**src/salfc_pkg.sv**
```systemverilog
// ----------------------------------------------------------------------------
// salfc_pkg
// Shared types and constants for the size-aware LRU/FIFO cache policy.
// ----------------------------------------------------------------------------
package salfc_pkg;

  localparam int unsigned IdW    = 32;
  localparam int unsigned SizeW  = 32;
  localparam int unsigned BytesW = 40;
  localparam int unsigned EvCntW = 7;
  localparam int unsigned CfgIdxW = 8;

  localparam logic [CfgIdxW-1:0] CfgCapacity = 8'd0;
  localparam logic [CfgIdxW-1:0] CfgPolicy   = 8'd1;

  localparam logic OpRequest = 1'b0;
  localparam logic OpEvict   = 1'b1;

  localparam logic PolicyLru  = 1'b0;
  localparam logic PolicyFifo = 1'b1;

  typedef enum logic [1:0] {
    CellHold   = 2'd0,
    CellRemove = 2'd1,  // cells at or above pos take their upper neighbour
    CellPush   = 2'd2   // cells at or below pos take their lower neighbour
  } cell_op_e;

  typedef struct packed {
    logic             valid;
    logic [IdW-1:0]   id;
    logic [SizeW-1:0] size;
  } entry_t;

  typedef struct packed {
    cell_op_e       op;
    logic [IdW-1:0] lookup_id;
  } cell_cmd_t;

endpackage

```
**src/salfc_cell.sv**
```systemverilog
// ----------------------------------------------------------------------------
// salfc_cell
// One place of the recency list: holds one entry, flags an id match and
// shifts towards either neighbour on command.
// ----------------------------------------------------------------------------
module salfc_cell
  import salfc_pkg::*;
#(
  parameter int unsigned PosW = 6,
  parameter int unsigned Idx  = 0
) (
  input  logic            clk_i,
  input  logic            rst_ni,
  input  cell_cmd_t       cmd_i,
  input  logic [PosW-1:0] pos_i,
  input  entry_t          lower_i,
  input  entry_t          upper_i,
  output entry_t          entry_o,
  output logic            hit_o
);

  localparam logic [PosW-1:0] MyPos = PosW'(Idx);

  logic             valid_q, valid_d;
  logic [IdW-1:0]   id_q, id_d;
  logic [SizeW-1:0] size_q, size_d;

  always_comb begin
    valid_d = valid_q;
    id_d    = id_q;
    size_d  = size_q;
    unique case (cmd_i.op)
      CellRemove: begin
        if (MyPos >= pos_i) begin
          valid_d = upper_i.valid;
          id_d    = upper_i.id;
          size_d  = upper_i.size;
        end
      end
      CellPush: begin
        if (MyPos <= pos_i) begin
          valid_d = lower_i.valid;
          id_d    = lower_i.id;
          size_d  = lower_i.size;
        end
      end
      default: ;
    endcase
  end

  always_ff @(posedge clk_i or negedge rst_ni) begin
    if (!rst_ni) begin
      valid_q <= 1'b0;
    end else begin
      valid_q <= valid_d;
    end
  end

  always_ff @(posedge clk_i) begin
    id_q   <= id_d;
    size_q <= size_d;
  end

  assign entry_o = '{valid: valid_q, id: id_q, size: size_q};
  assign hit_o   = valid_q && (id_q == cmd_i.lookup_id);

endmodule

```
**config.mk**
```make
export PLATFORM = sky130hd
export DESIGN_NAME = salfc_cell
export DESIGN_NICKNAME = d
export VERILOG_FILES = /design/src/salfc_pkg.sv /design/src/salfc_cell.sv
export SDC_FILE = /design/constraint.sdc
export NUM_CORES = 1
export LEC_CHECK = 0
export BUFFER_PORTS_ARGS = -buffer_cell sky130_fd_sc_hd__buf_2
export CELL_PAD_IN_SITES_DETAIL_PLACEMENT = 1
export CELL_PAD_IN_SITES_GLOBAL_PLACEMENT = 2
export CORE_MARGIN = 5
export CORE_UTILIZATION = 24
export CTS_CLUSTER_DIAMETER = 80
export CTS_CLUSTER_SIZE = 10
export DETAILED_ROUTE_END_ITERATION = 6
export PLACE_DENSITY_LB_ADDON = 0.1
export SYNTH_ARGS = -nofsm -noshare
export SYNTH_HDL_FRONTEND = slang
export SYNTH_SLANG_ARGS = --single-unit
```
**constraint.sdc**
```tcl
create_clock -name clk_i -period 1.44 [get_ports clk_i]
set_input_delay 0.072 -clock clk_i [delete_from_list [all_inputs] [get_ports clk_i]]
set_output_delay 0.072 -clock clk_i [all_outputs]
set_load 0.01 [all_outputs]
```
==> qor.txt, run 1 <==
Part of the cycle the worst path needs - 119%
Smallest setup slack after layout - -0.273 ns
Starting Density - 24.7%
Reg2Reg Depth - 1
Leakage Power - 2.16 nW
Minimum clock period - 1.71 ns
Ratio of cells with drive above 1 in the final layout - 74.3%
Post-DRT Antenna Nets - 0
WP data arrival - 1.64 ns
I/O pin total - 238
Clock power share - 34.0%
CTS tree - yes
Critical path class - reg2out
Syn_area_per_cell - 16.5 sq um
Synth warn - 0
Drc violations - 0
Flops & latches, synth - 65
Worst vdd ir - 0.575 mV
Area occupied by multi-input gates - 1200 sq um
IO Port Bufs - 237
Worst hold path class - in2reg
Filler cells - 1448
Combinational Power Share - 20.7%
Initial antenna violation count - 1
Post-route cell area - 4920 sq um
Seq pwr share - 45.3%
Chip height - 125 um
Sequential area share after synthesis - 61.7%
Failing checks - setup timing
Busiest grt layer - met2
Most frequent cells in the layout - buf_2, mux2_2, edfxtp_1, xor2_1, clkbuf_16
Global-route wire length before repair - 15700 um
Syn Nets - 365
Cell Area, Synth - 3150 sq um
Worst setup SP type - flop
Register area - 1950 sq um
Total power density per cell area - 1130 nW/um^2
Gate Count Post-Synth - 191
Largest net degree at the start of global routing - 34
Root buffer cell - clkbuf_16
Sink Count - 65
Worst-path fanout max - 2
Hpwl dp - 8470 um
Final GP Congestion - 0.743
Clk_lat worst skew - 0.32 ns
Total number of vias - 2523
Non-Filler Instances - 616
Number of global-route vias before repair - 2858
GR Util met3 - 5.27%
Setup crit end kind - output port
Worst-case clock buffer depth - 2
Clock slew at reported path FFs - 0.05 ns
Final core occ - 38.5%
First-pass DRT Iterations - 4
M1 GR Usage - 13.7%
DP Area - 4620 sq um
Die ar. - 15500 sq um
Wire per inst - 16.7 um
Die width - 125 um
Row count - 41
DR iter-0 viols - 25
Worst Path Required - 1.37 ns
Int Power - 4.13 mW
Sw frac - 25.5%
RSZ-0062 raised after global routing - true
Hold depth - 2
Maxcap violations - 0
Max Slew Vio Count - 0
Final hold viol count - 0
Htree depth - 3
Normalized max-slew margin - 82.9%
Placeable Area - 12800 sq um
Clock skew - 0 ns
Nets - 613
Fmax - 584 MHz
Tot GR Track Use - 12.9%
Num CTS Buffers - 9
Overflow after GRT - 0
Area growth syn-to-layout - 56.1%
Slew @ Worst Pin - 0.256 ns
Count of different cell masters after synthesis - 17
GR Util met2 - 23.0%
Outcome - finished with violations
Net Switching - 1.41 mW
Vias per Instance - 4.10
Final wirelength - 10300 um
Commonest non-fill, non-tap cell in the layout - buf_2
Setup violations, final - 1
Inst Count DP - 598
[cells in the mapped netlist]
master	number	share of area [%]
mux2_2	65	23
edfxtp_1	64	61
xor2_1	31	8.6
nor4_1	8	1.6
buf_4	7	1.7
ha_1	2	0.79
inv_1	2	0.24
nand3_1	2	0.32
nor3_1	2	0.32
a21oi_2	1	0.28
buf_2	1	0.16
dfrtp_1	1	0.79
mux2_1	1	0.36
nand2_1	1	0.12
nand4_1	1	0.20
nor2_1	1	0.12
xnor2_1	1	0.28
[cell type report]
cell class              instances  share of cell area (%)
flip-flops and latches         65                    39.6
clock buffers                  11                    4.73
diodes                          1                  0.0509
well taps                     172                    4.37
inverters                       2                   0.153
multi-input cells             116                    24.3
clock inverters                 4                   0.432
repair buffers                245                    26.4
[cells by family (layout without fill, tap and decap cells)]
logic type                 after synthesis  in the layout  share of synthesized area (%)
DFF                                     65             65                           61.7
buffers and inverters                   10            262                           2.06
xor gates and xnor gates                32             32                           8.89
AOI/OAI and AO/OA                        1              1                          0.278
muxes                                   66             66                           23.6
and+or+nand+nor                         15             15                           2.66
adders and majority gates                2              2                          0.794
other                                    0              1                              0
[worst max-delay path, stage by stage, from the launching register on]
cell,delay [ns]
edfxtp_1,0.41
xor2_1,0.16
nor4_1,0.27
nand3_1,0.17
nor3_2,0.17
buf_2,0.15
[sequential cells by signal, indices dropped and copies added (netlist names)]
| signal | cells |
|---|---|
| size_q | 32 |
| id_q | 32 |
| valid_q | 1 |
[per-stage QoR]
step | hold slack (ns) | total power, mW | TNS, ns | setup slack (ns)
5_1_grt | 0.0368 | 5.85 | -0.415 | -0.415
3_5_place_dp | -0.149 | 3.70 | -0.103 | -0.103
6_report | 0.0512 | 5.54 | -0.273 | -0.273
2_1_floorplan | -0.224 | 3.06 | -34.74 | -0.635
3_3_place_gp | -0.150 | 3.68 | -0.103 | -0.103
4_1_cts | 0.0347 | 5.65 | -0.396 | -0.396
[power groups by stage]
stage / Sequential (mW) / Combinational [mW] / Clock, mW
2_1_floorplan: 2.69 / 0.375 / 0
3_3_place_gp: 2.53 / 1.15 / 0
3_5_place_dp: 2.55 / 1.15 / 0
4_1_cts: 2.52 / 1.17 / 1.97
5_1_grt: 2.54 / 1.26 / 2.06
6_report: 2.51 / 1.15 / 1.89
[final timing paths]
path	start	end	slack, ns
worst max-delay path	id_q[10]	hit_o	-0.27
worst min-delay path	upper_i[56]	id_q[24]	0.05
worst max register to register	valid_q	valid_q	0.64
worst min register to register	valid_q	valid_q	0.54
max in group asynchronous	rst_ni	valid_q	1.30
min in group asynchronous	rst_ni	valid_q	0.06
[metal layers]
metal	part of all wire [%]	vias to the layer above
met3	9.9	9
met2	51	136
met4	1.3	0
met1	38	1158
met5	0	-
li1	-	1220
[what timing repair did]
action | in CTS | in global routing
gates resized for setup | 1 | 4
hold buffers | 1 | 0
pin swaps | 4 | 6
endpoints found under the hold margin | 1 | 0
setup buffers | 1 | 0
setup endpoints to repair | 1 | 1
Power figures use the tool's default switching activity.
==> run 2: changes to the inputs <==
Clock period 1.44 ns to 1.8 ns, I/O delays scaled along.
==> run 2 against run 1 <==
  * The run now ends clean
  * Largest power group unchanged
  * Critical path depth is the same
  * Total power down 20%
  * Combinational power down 21%
  * Register-to-register slack gained 0.36 ns
  * Core utilization fell by 0.12 points
  * Flip-flop and latch count unchanged
  * Sequential share of layout area up 0.12 points
  * Clock skew unchanged
  * Non-clock buffer count decreased by 2
  * Critical path type unchanged
  * Global-route usage increased by 0.10 points
  * Largest cell class unchanged
  * Die area unchanged
  * Via count shrank 0.12%
==> qor.txt, run 2 (synthesized netlist as in run 1, its figures left out) <==
Sink Count - 65 (unchanged)
Total number of vias - 2520 (-0.12%)
Outcome - complete, no violations
Leakage Power - 2.15 nW (-0.25%)
Crit path largest cell delay - 0.41 ns (about the same)
Setup violations, final - 0 (-1)
R2R setup slack - 1.00 ns (+0.36 ns)
WP data arrival - 1.67 ns (+0.03 ns)
Total power density per cell area - 903 nW/um^2 (-20%)
RSZ-0062 raised after global routing - true
Overflow after GRT - 0 (unchanged)
Combinational Power Share - 20.5% (-0.2 points)
Final hold viol count - 0 (unchanged)
Placeable Area - 12800 sq um (unchanged)
Filler cells - 1432 (-1.1%)
Worst hold path class - in2async
Worst setup SP type - flop
Slew @ Worst Pin - 0.360 ns (+0.104 ns)
Maxcap violations - 0 (unchanged)
Met1 WL - 3810 um (-1.5%)
Max Slew Vio Count - 0 (unchanged)
Antenna cells - 0 (-1)
Sw frac - 25.6% (+0.11 points)
Largest net degree at the start of global routing - 34 (unchanged)
Root buffer cell - clkbuf_16
Net Switching - 1.14 mW (-20%)
Minimum clock period - 1.76 ns
Nets - 611 (-0.33%)
Top delay family on crit path - simple AND/OR/NAND/NOR gates
Clock power share - 34.2% (+0.2 points)
Area occupied by multi-input gates - 1190 sq um (-0.52%)
Chip height - 125 um (unchanged)
Final GP Congestion - 0.761 (+2.4%)
DR iter-0 viols - 41 (+64%)
Ratio of cells with drive above 1 in the final layout - 74.0% (-0.28 points)
Part of the cycle the worst path needs - 98.0%
Htree depth - 3 (unchanged)
Clk_lat worst skew - 0.32 ns (about the same)
Clock slew at reported path FFs - 0.05 ns (about the same)
Tot GR Track Use - 13.0% (+0.10 points)
DR WL met3 - 1030 um (+0.49%)
Final wirelength - 10200 um (-0.96%)
Die ar. - 15500 sq um (unchanged)
Commonest non-fill, non-tap cell in the layout - buf_2
First-pass DRT Iterations - 4 (unchanged)
Post-DRT Antenna Nets - 0 (unchanged)
Critical path class - reg2out
Buf/Inv on CP - 1 (unchanged)
Worst vdd ir - 0.346 mV (-40%)
Global-route wire length before repair - 15800 um (+1.1%)
WL met2 - 5230 um (-0.98%)
I/O pin total - 238 (unchanged)
Setup crit end kind - output port
Worst-path fanout max - 2 (unchanged)
Most frequent cells in the layout - buf_2, mux2_2, edfxtp_1, xor2_1, clkbuf_16
Final core occ - 38.4% (-0.12 points)
Number of global-route vias before repair - 2917 (+2.1%)
Worst-case clock buffer depth - 2 (unchanged)
DP Area - 4600 sq um (-0.33%)
Seq pwr share - 45.4% (about the same)
Row count - 41 (unchanged)
Worst Path Required - 1.71 ns (+0.34 ns)
Hpwl dp - 8560 um (+1.1%)
Initial antenna violation count - 0 (-1)
Max layer used - met4
Pre-CTS worst setup slack - 0.179 ns (+0.283 ns)
Smallest setup slack after layout - 0.0355 ns (+0.308 ns)
Non-Filler Instances - 614 (-0.32%)
Largest regs - id_q (32), size_q (32), valid_q (1)
Fmax - 567 MHz
IO Port Bufs - 237 (unchanged)
Area growth syn-to-layout - 55.6%
Hold slack final - 0.0655 ns (+0.0143 ns)
Drc violations - 0 (unchanged)
Num CTS Buffers - 9 (unchanged)
CP max stage cell - edfxtp_1
CTS tree - yes
Wire per inst - 16.6 um (-0.64%)
Register area - 1950 sq um (unchanged)
Inst Count DP - 596 (-0.33%)
Post-route cell area - 4910 sq um (-0.31%)
Normalized max-slew margin - 76.0% (-6.9 points)
Worst path cell trace - xor2_1 -> nor4_1 -> nand3_1 -> nor3_2 -> buf_2
Clock skew - 0 ns (unchanged)
Starting Density - 24.7% (unchanged)
Die width - 125 um (unchanged)
Int Power - 3.29 mW (-20%)
Vias per Instance - 4.10 (+0.21%)
[run 2: worst paths after layout]
check,from,endpoint,cells past startpoint
min in group clk_i,upper_i[28],size_q[28],2
worst min register to register,valid_q,valid_q,1
worst min-delay path,rst_ni,valid_q,2
worst max register to register,valid_q,valid_q,1
max in group asynchronous,rst_ni,valid_q,2
worst max-delay path,id_q[10],hit_o,5
[run 2: area by class of cell]
type / instances / share of cell area (%)
inverters: 2 / 0.153
flip-flops and latches: 65 / 39.7
well taps: 172 / 4.39
clock buffers: 9 / 4.59
clock inverters: 7 / 0.765
repair buffers: 243 / 26.2
multi-input cells: 116 / 24.3
[run 2: per-layer routing]
layer	vias to the layer above	GRT usage, %
li1	1221	-
met1	1147	14.0
met2	141	22.8
met3	11	5.10
met4	0	5.22
met5	-	0
[run 2: power groups by stage]
stage / combinational (mW) / clock (mW) / sequential (mW)
6_report: 0.906 / 1.51 / 2.01
5_1_grt: 0.991 / 1.66 / 2.04
2_1_floorplan: 0.300 / 0 / 2.15
4_1_cts: 0.931 / 1.58 / 2.02
3_5_place_dp: 0.912 / 0 / 2.04
3_3_place_gp: 0.911 / 0 / 2.03
[run 2: timing repair]
item / CTS / global route
pin swaps: 3 / 4
resized for setup: 3 / 1
endpoints found under the hold margin: 1 / 0
setup buffers: 1 / 0
hold buffers: 1 / 0
setup endpoints to repair: 1 / 1
[run 2: metrics by stage]
| step | power, mW | TNS [ns] |
|---|---|---|
| 5_1_grt | 4.69 | -0.119 |
| 6_report | 4.43 | 0 |
| 3_5_place_dp | 2.95 | 0 |
| 4_1_cts | 4.53 | -0.108 |
| 3_3_place_gp | 2.94 | 0 |
| 2_1_floorplan | 2.45 | -12.51 |
